`config.mk`:
```
export PLATFORM = sky130hd
export DESIGN_NAME = dmc_ctrl
export DESIGN_NICKNAME = d
export VERILOG_FILES = /design/src/dmc_pkg.sv /design/src/dmc_ctrl.sv
export SDC_FILE = /design/constraint.sdc
export NUM_CORES = 1
export LEC_CHECK = 0
export ABC_AREA = 1
export BUFFER_PORTS_ARGS = -buffer_cell sky130_fd_sc_hd__buf_4
export CAP_MARGIN = 20
export CORE_AREA = 2 2 39 41
export CTS_BUF_LIST = sky130_fd_sc_hd__clkbuf_4 sky130_fd_sc_hd__clkbuf_8
export DETAILED_ROUTE_END_ITERATION = 10
export DIE_AREA = 0 0 41 43
export GPL_ROUTABILITY_DRIVEN = 0
export SLEW_MARGIN = 20
export SYNTH_ARGS = -nofsm -noshare
export SYNTH_HDL_FRONTEND = slang
export SYNTH_SLANG_ARGS = --single-unit
```
`constraint.sdc`:
```
create_clock -name clk -period 1.05 [get_ports clk]
set_input_delay 0.21 -clock clk [delete_from_list [all_inputs] [get_ports clk]]
set_output_delay 0.21 -clock clk [all_outputs]
set_load 0.05 [all_outputs]
```
`src/dmc_pkg.sv`:
```
`timescale 1ns / 1ps

package dmc_pkg;

    localparam int LINES       = 64;
    localparam int OFFSET_BITS = 2;
    localparam int ADDR_BITS   = 12;
    localparam int WORD_BITS   = 32;
    localparam int COUNT_BITS  = 32;

    localparam int LINE_LEN       = 1 << OFFSET_BITS;
    localparam int IDX_BITS       = $clog2(LINES);
    localparam int TAG_BITS       = ADDR_BITS - OFFSET_BITS - IDX_BITS;
    localparam int DATA_ADDR_BITS = IDX_BITS + OFFSET_BITS;
    localparam int MEM_WORDS      = 1 << ADDR_BITS;
    localparam int DATA_WORDS     = LINES * LINE_LEN;
    localparam int FILL_CNT_BITS  = OFFSET_BITS + 1;

    // Commands from the controller to the datapath.
    typedef struct packed {
        logic clear;
        logic capture;
        logic lookup;
        logic fill;
    } dmc_cmd_t;

    // Status from the datapath back to the controller.
    typedef struct packed {
        logic clear_last;
        logic hit;
        logic fill_last;
    } dmc_status_t;

endpackage

```
`src/dmc_ctrl.sv`:
```
`timescale 1ns / 1ps

module dmc_ctrl import dmc_pkg::*;
(
    input  logic        clk,
    input  logic        rst_n,
    input  logic        start,
    input  dmc_status_t status,
    output dmc_cmd_t    cmd,
    output logic        busy,
    output logic        done
);

    typedef enum logic [1:0] {
        S_CLEAR,
        S_IDLE,
        S_LOOKUP,
        S_FILL
    } state_t;

    state_t state_reg;
    logic   busy_reg;
    logic   done_reg;

    always_comb
    begin
        cmd.clear   = (state_reg == S_CLEAR);
        cmd.capture = (state_reg == S_IDLE) && start;
        cmd.lookup  = (state_reg == S_LOOKUP);
        cmd.fill    = (state_reg == S_FILL);
    end

    always_ff @(posedge clk or negedge rst_n)
    begin
        if (!rst_n)
        begin
            state_reg <= S_CLEAR;
            busy_reg  <= 1'b1;
            done_reg  <= 1'b0;
        end
        else
        begin
            done_reg <= 1'b0;
            case (state_reg)
                S_CLEAR:
                begin
                    if (status.clear_last)
                    begin
                        state_reg <= S_IDLE;
                        busy_reg  <= 1'b0;
                    end
                end
                S_IDLE:
                begin
                    if (start)
                    begin
                        state_reg <= S_LOOKUP;
                        busy_reg  <= 1'b1;
                    end
                end
                S_LOOKUP:
                begin
                    if (status.hit)
                    begin
                        state_reg <= S_IDLE;
                        busy_reg  <= 1'b0;
                        done_reg  <= 1'b1;
                    end
                    else
                    begin
                        state_reg <= S_FILL;
                    end
                end
                S_FILL:
                begin
                    if (status.fill_last)
                    begin
                        state_reg <= S_IDLE;
                        busy_reg  <= 1'b0;
                        done_reg  <= 1'b1;
                    end
                end
                default:
                begin
                    state_reg <= S_IDLE;
                    busy_reg  <= 1'b0;
                end
            endcase
        end
    end

    assign busy = busy_reg;
    assign done = done_reg;

endmodule

```
Word-level counts from Yosys, hierarchy flattened
Cells that the tools add are included.
{"block": "totals", "register_bits": 4, "inputBits": 6, "out_inout_bits": 6, "wordCells": 27}
{"block": "op_classes", "eq_ne": 7, "muxes": 13, "n_reduce_logical": 4}
{"op": "$mux 2", "count": 4}
{"op": "$ne 2x2->1 const B", "count": 4}
{"op": "$pmux 2 s4", "count": 1}
{"op": "$mux 1", "count": 6}
{"op": "$eq 2x2->1 const B", "count": 2}
{"op": "$pmux 1 s4", "count": 1}
{"op": "$reduce_and 4->1", "count": 1}
{"op": "$reduce_and 3->1", "count": 1}
{"op": "$eq 2x1->1 const B", "count": 1}
{"op": "$logic_not 2->1", "count": 1}
{"op": "$pmux 1 s2", "count": 1}
{"op": "$logic_and 1x1->1", "count": 1}

Depth between registers and ports, before layout
Gate-level depths: netlist of the first run.
{"block": "logic_depth", "depth_word": 3, "mapped_depth": 7, "ltp_nobuf": 7}

Worst setup path before layout of the first run
No wires, ideal clock.
{"block": "synth_path", "kind": "register to register", "from": "register state_reg[0]", "to": "register busy_reg, in the netlist busy", "setup_time_ns": 0.079, "arrival_ns": 1.364, "required_ns": 0.971, "slack_ns": -0.393, "path_stages_with_launch": 8, "n_path_buf": 0, "synth_period_minus_slack_ns": 1.443, "path_cell_list": "dfrtp_1 > inv_1 > ha_1 > nand2_1 > nand2_1 > nor2_1 > nand2_1 > nand2_1"}
{"element": "start: declaration", "line_no": "dmc_ctrl.sv:21", "text": "state_t state_reg;"}
{"element": "start signal: assignment", "line_no": "dmc_ctrl.sv:37", "text": "state_reg <= S_CLEAR;"}
{"element": "start signal: assignment", "line_no": "dmc_ctrl.sv:49", "text": "state_reg <= S_IDLE;"}
{"element": "start signal: assignment", "line_no": "dmc_ctrl.sv:57", "text": "state_reg <= S_LOOKUP;"}
{"element": "end signal: assignment", "line_no": "dmc_ctrl.sv:38", "text": "busy_reg <= 1'b1;"}
{"element": "end signal: assignment", "line_no": "dmc_ctrl.sv:50", "text": "busy_reg <= 1'b0;"}
{"element": "end signal: assignment", "line_no": "dmc_ctrl.sv:58", "text": "busy_reg <= 1'b1;"}
{"element": "end: declaration", "line_no": "dmc_ctrl.sv:22", "text": "logic busy_reg;"}

==> results.toml, run 1 <==
[outcome]
status = "finished with violations"
violations = "negative setup slack"

[floorplanning]
die_x_microns = 41
die_area_sq_um = 1760
core_sq_um = 1380
ios = 12
start_util = 0.231
num_rows = 14
die_y_microns = 43

[synthesis]
synth.area.top_cells = "ha_1 27%, dfrtp_1 23%, nand2_1 14%, inv_1 9.4%, dfstp_2 8.2%"
synth-edff-count = 0
ys_seq_area_frac = 0.316
synthAdderAreaFrac = 0.273
synth_nets = 54
synth_area_leader_cell = "ha_1"
ys_types = 10
ys_warn_count = 0
ys_async_sr_fraction = 1.00
avgSynthCellArea_sq_um = 7.81
synth_top_area_share = 0.273
ys_seq_elements = 4
mappedNetlistArea_sq_um = 320
synth_compound_area_frac = 0.0625
synthFlopType = "dfrtp_1"
synth-xor-area-share = 0
synthCells = 41
synth_top_family_by_area = "adder cells"
synthMuxAreaShare = 0
yosysMostFrequentCell = "nand2_1"
synthSimpleGateAreaFrac = 0.254
synthTopCellsByCount = "12 x nand2_1, 8 x inv_1, 7 x ha_1"

[pwr]
p_comb_frac = 0.729
power-per-cell-area_nw_per_um2 = 2990
p_leak_nw = 0.360
vdd_drop_max_uv = 1050
switchingPower_mw = 1.00
p_clk_frac = 0.115
swShare = 0.461
intPower_mw = 1.17
share_seq_of_total_power = 0.157

[clock_network]
clk_latency_ps = 240
cts_root_buf = "clkbuf_4"
cts_tree = "done"
cts_buffers = 3
cts.sinks = 4
htreeDepth = 1
path_clk_slew_ps = 50
clk_path_buf_depth = 2

[drt]
vias = 333
first_iter_violations = 5
ant_nets = 0
routed_via_density = 4.01
drcViolationCount = 0
drt-total-wl_microns = 887
post_drt_wl_per_cell_microns = 10.7
dr.pass1.iters = 2

[worst_setup_path]
start_kind = "register"
cp-end-kind = "primary output"
worstPathRequired_ps = 840
critical_path.max_fanout = 5
crit_arrival_ps = 1190
path_class = "reg2out"

[cells_and_area]
regArea_sq_um = 104
fill_cells = 131
layout-drive-gt1-share = 0.716
area_delta_synth_final_pct = 127
finalNetCount = 81
largest_register_ffs = 2
antenna_cells = 0
fin_area_sq_um = 727
multi_input_comb_area_sq_um = 307

[placed_design]
place_area_sq_um = 512
portBuffers = 11
dp_hpwl_microns = 573
pre_cts_slack_ps = -139

[sta]
fmaxAchievable_mhz = 713
hold_viol = 0
min_period_over_period = 1.34
min_period_ps = 1400
slew_violations = 0
fin_skew_ps = 5.29
max_slew.worst_pin.slew_ps = 190
rsz0062_at_grt = "true"
timing.final.ws_setup_ps = -353
setup_violations = 9
relSlewSlack = 0.873

[global_route]
grt_pass1_vias = 362
grt_max_degree = 6
grt_use_total = 0.125
grt_pass1_wl_microns = 1430
grt.overflow.total = 0
antenna_found_initial = 0

[worst_hold_path]
hold_class = "in2reg"

[job]
max-cap-violations = 0
power groups by stage:
stage / combinational (mW) / sequential, mW / clock (mW)
6_report: 1.58 / 0.341 / 0.249
5_1_grt: 1.69 / 0.350 / 0.269
4_1_cts: 1.47 / 0.338 / 0.257
3_5_place_dp: 1.04 / 0.347 / 0
3_3_place_gp: 1.03 / 0.343 / 0
2_1_floorplan: 0.716 / 0.432 / 0
final timing paths:
check	slack (ps)	cells after the start	endpoint	start
worst max-delay path	-350	4	cmd[2]	state_reg[0]$_DFFE_PN0P_
max in group asynchronous	540	2	busy$_DFFE_PN1P_	rst_n
worst max register to register	-200	7	state_reg[0]$_DFFE_PN0P_	state_reg[1]$_DFFE_PN0P_
worst min register to register	600	3	busy$_DFFE_PN1P_	busy$_DFFE_PN1P_
min in group asynchronous	310	2	state_reg[0]$_DFFE_PN0P_	rst_n
worst min-delay path	210	3	done$_DFF_PN0_	status[0]
worst max-delay path: stages (launching register included):
cell and delay (ps):
dfrtp_2 470, ha_4 190, nand2_4 60, clkinvlp_4 80
buf_8 150
final cells by class:
class / instances / area share
Multi-Input combinational cell: 29 / 0.422
Inverter: 8 / 0.0534
Clock buffer: 4 / 0.0413
Timing Repair Buffer: 22 / 0.313
Tap cell: 16 / 0.0275
Sequential cell: 4 / 0.143
metal layers:
| metal | global-route usage | wire, microns | vias up |
|---|---|---|---|
| met5 | 0 | 0 | - |
| met1 | 0.105 | 315 | 149 |
| met4 | 0.0400 | 15 | 0 |
| met3 | 0.0733 | 54 | 2 |
| li1 | - | - | 173 |
| met2 | 0.225 | 501 | 9 |
kinds of logic after synthesis:
logic type / count (synthesis)
AO/OA/AOI/OAI: 4
adder cells (fa/ha/maj): 7
buffers and inverters: 8
flip-flops: 4
AND/OR/NAND/NOR: 18
metrics by stage:
stage	total power [mW]	setup TNS, ps	utilization	hold slack [ps]	instances
2_1_floorplan	1.15	-380	-	-85.6	41
3_3_place_gp	1.37	-682	0.370	8.13	71
3_5_place_dp	1.38	-727	0.370	10.9	71
4_1_cts	2.06	-1960	0.498	193	81
5_1_grt	2.31	-2360	0.525	223	83
6_report	2.17	-1990	0.525	212	83
layout by cell type (no fill, tap or decap):
master	synthesis	layout
buf_4	0	10
nand2_1	12	8
buf_6	0	6
inv_1	8	5
ha_4	0	5
buf_8	0	5
nand2_4	0	4
clkbuf_4	0	4
nand2_2	3	3
inv_4	0	2
o21ai_2	0	2
o21ai_1	3	2
ha_1	7	2
dfrtp_2	0	2
nor2_4	0	1
clkinvlp_4	0	1
nand3_4	0	1
nor2_2	0	1
dfstp_2	1	1
dfrtp_1	3	1
dlygate4sd3_1	0	1
what timing repair did:
item / CTS / global route
endpoints found under the hold margin: 4 / 0
gates resized for setup: 25 / 8
hold buffers: 1 / 0
pin swaps: 11 / 6
endpoints found under the setup margin: 9 / 9
setup buffers: 5 / 4
(Power assumes the default switching activity.)
==> run 2, diff against run 1 <==
Settings changed: CTS_CLUSTER_SIZE from default to 40.
Clock period 1.05 ns to 1.6 ns, I/O delays scaled along.
==> results.toml, run 2 (synthesized netlist as in run 1, its figures left out) <==
[sta]
hold_viol = 0
fmaxAchievable_mhz = 654
timing.final.ws_setup_ps = 70.6
relSlewSlack = 0.904
fin_setup_tns_ps = 0
min_period_ps = 1530
rsz0062_at_grt = "false"
max_slew.worst_pin.slew_ps = 142
min_period_over_period = 0.956
slew_violations = 0
setup_violations = 0
fin_skew_ps = 3.25

[cells_and_area]
layout-drive-gt1-share = 0.414
finalNetCount = 72
layout_common_cells = "12 x nand2_1, 11 x buf_4, 7 x inv_1, 7 x ha_1, 4 x clkbuf_4"
antenna_cells = 0
largest_register_ffs = 2
fin_area_sq_um = 477
fill_cells = 154
area_delta_synth_final_pct = 48.8
stdcell_count = 74
final_common_cell = "nand2_1"

[global_route]
antenna_found_initial = 0
use_met1 = 0.0971
top_usage_layer = "met2"
grt_util_met3 = 0
grt_max_degree = 7
grt.overflow.total = 0
grt_use_total = 0.0825
grtUsageMet2 = 0.125
grt_pass1_vias = 256
grt_pass1_wl_microns = 952

[drt]
routed_via_density = 3.88
ant_nets = 0
drt-total-wl_microns = 626
first_iter_violations = 3
post_drt_wl_per_cell_microns = 8.46
drcViolationCount = 0
dr.pass1.iters = 3
vias = 287

[floorplanning]
die_x_microns = 41
ios = 12
start_util = 0.231
core_sq_um = 1380
num_rows = 14
die_area_sq_um = 1760
die_y_microns = 43

[clock_network]
cts_root_buf = "clkbuf_4"
htreeDepth = 1
clk_path_buf_depth = 2
cts_buffers = 3
clk_latency_ps = 240
cts.sinks = 4
cts_tree = "done"
path_clk_slew_ps = 40

[worst_setup_path]
worstPathRequired_ps = 1280
cp-end-kind = "primary output"
r2r-start = "state_reg[1]$_DFFE_PN0P_"
crit_top_cell = "buf_4"
reg2reg_depth = 6
crit_end = "cmd[0]"
crit_arrival_ps = 1210
reg2reg_setup_slack_ps = 380
critPathBufInv = 2
path_class = "reg2out"
cpMaxStageDelayCell = "dfrtp_2"
path_depth = 3
max_stage_delay_ps = 420
startpoint = "state_reg[1]$_DFFE_PN0P_"
critical_path.max_fanout = 4
timing.rr.end = "state_reg[0]$_DFFE_PN0P_"
cp_top_family = "flip-flops"
cp_cell_sequence = "buf_4 > ha_1 > buf_4"
start_kind = "register"

[placed_design]
portBuffers = 11
pre_cts_slack_ps = 249
place_area_sq_um = 423
dp.cells = 68
dp_hpwl_microns = 484

[pwr]
p_leak_nw = 0.281
power-per-cell-area_nw_per_um2 = 1950
vdd_drop_max_uv = 734
power_uw = 929

[job]
max-cap-violations = 0

[outcome]
status = "completed"

[worst_hold_path]
hold_class = "in2reg"
run 2: cell types whose count changed in the layout (fill, tap and decap cells not counted), moves of 4 or more:
cell / previous run / this run
nand2_1: 8 / 12
buf_6: 6 / 1
nand2_4: 4 / 0
ha_1: 2 / 7
buf_8: 5 / 0
ha_4: 5 / 0
run 2: metal layers:
| metal | routed length, microns | up-vias |
|---|---|---|
| li1 | - | 156 |
| met1 | 260 | 127 |
| met2 | 349 | 4 |
| met3 | 16 | 0 |
| met4 | 0 | 0 |
| met5 | 0 | - |
run 2: power by group:
part,switching [mW],total (mW),internal [mW]
clock,0.0489,0.160,0.111
combinational,0.377,0.574,0.197
sequential,0.0401,0.195,0.155
total,0.466,0.929,0.463
run 2: final cells by class:
type                            instances  area, sq um  area share
Clock buffer                            4         30.0      0.0630
Tap cell                               16         20.0      0.0420
Timing Repair Buffer                   13          104       0.218
Sequential cell                         4          104       0.218
Inverter                                8         30.0      0.0630
Multi-Input combinational cell         29          189       0.396
run 2: worst register-to-register path, stage by stage, from the launching register on:
cell and delay [ps]:
dfrtp_2 420, buf_4 150, ha_1 200, nand2_2 100
nand3_2 100, nand2_1 70, o21ai_1 60
run 2: worst min path at each step:
stage / start / endpoint / slack [ps] / cells past startpoint
after floorplan: rst_n / done$_DFF_PN0_ / 20 / 0
after global placement: rst_n / done$_DFF_PN0_ / 120 / 1
after detailed placement: rst_n / done$_DFF_PN0_ / 120 / 1
after CTS: status[0] / done$_DFF_PN0_ / 300 / 3
after global routing: status[0] / done$_DFF_PN0_ / 320 / 3
final: status[0] / done$_DFF_PN0_ / 300 / 3
run 2: stage by stage:
step	util	hold WS, ps
floorplan	-	24.4
global placement	0.306	122
detailed placement	0.306	122
CTS	0.338	302
global route	0.344	318
finish	0.344	304
run 2: timing repair:
action	CTS	global route
resized for setup	2	2
setup endpoints to repair	1	2
hold buffers	1	0
endpoints found under the hold margin	3	0
setup buffers	0	1
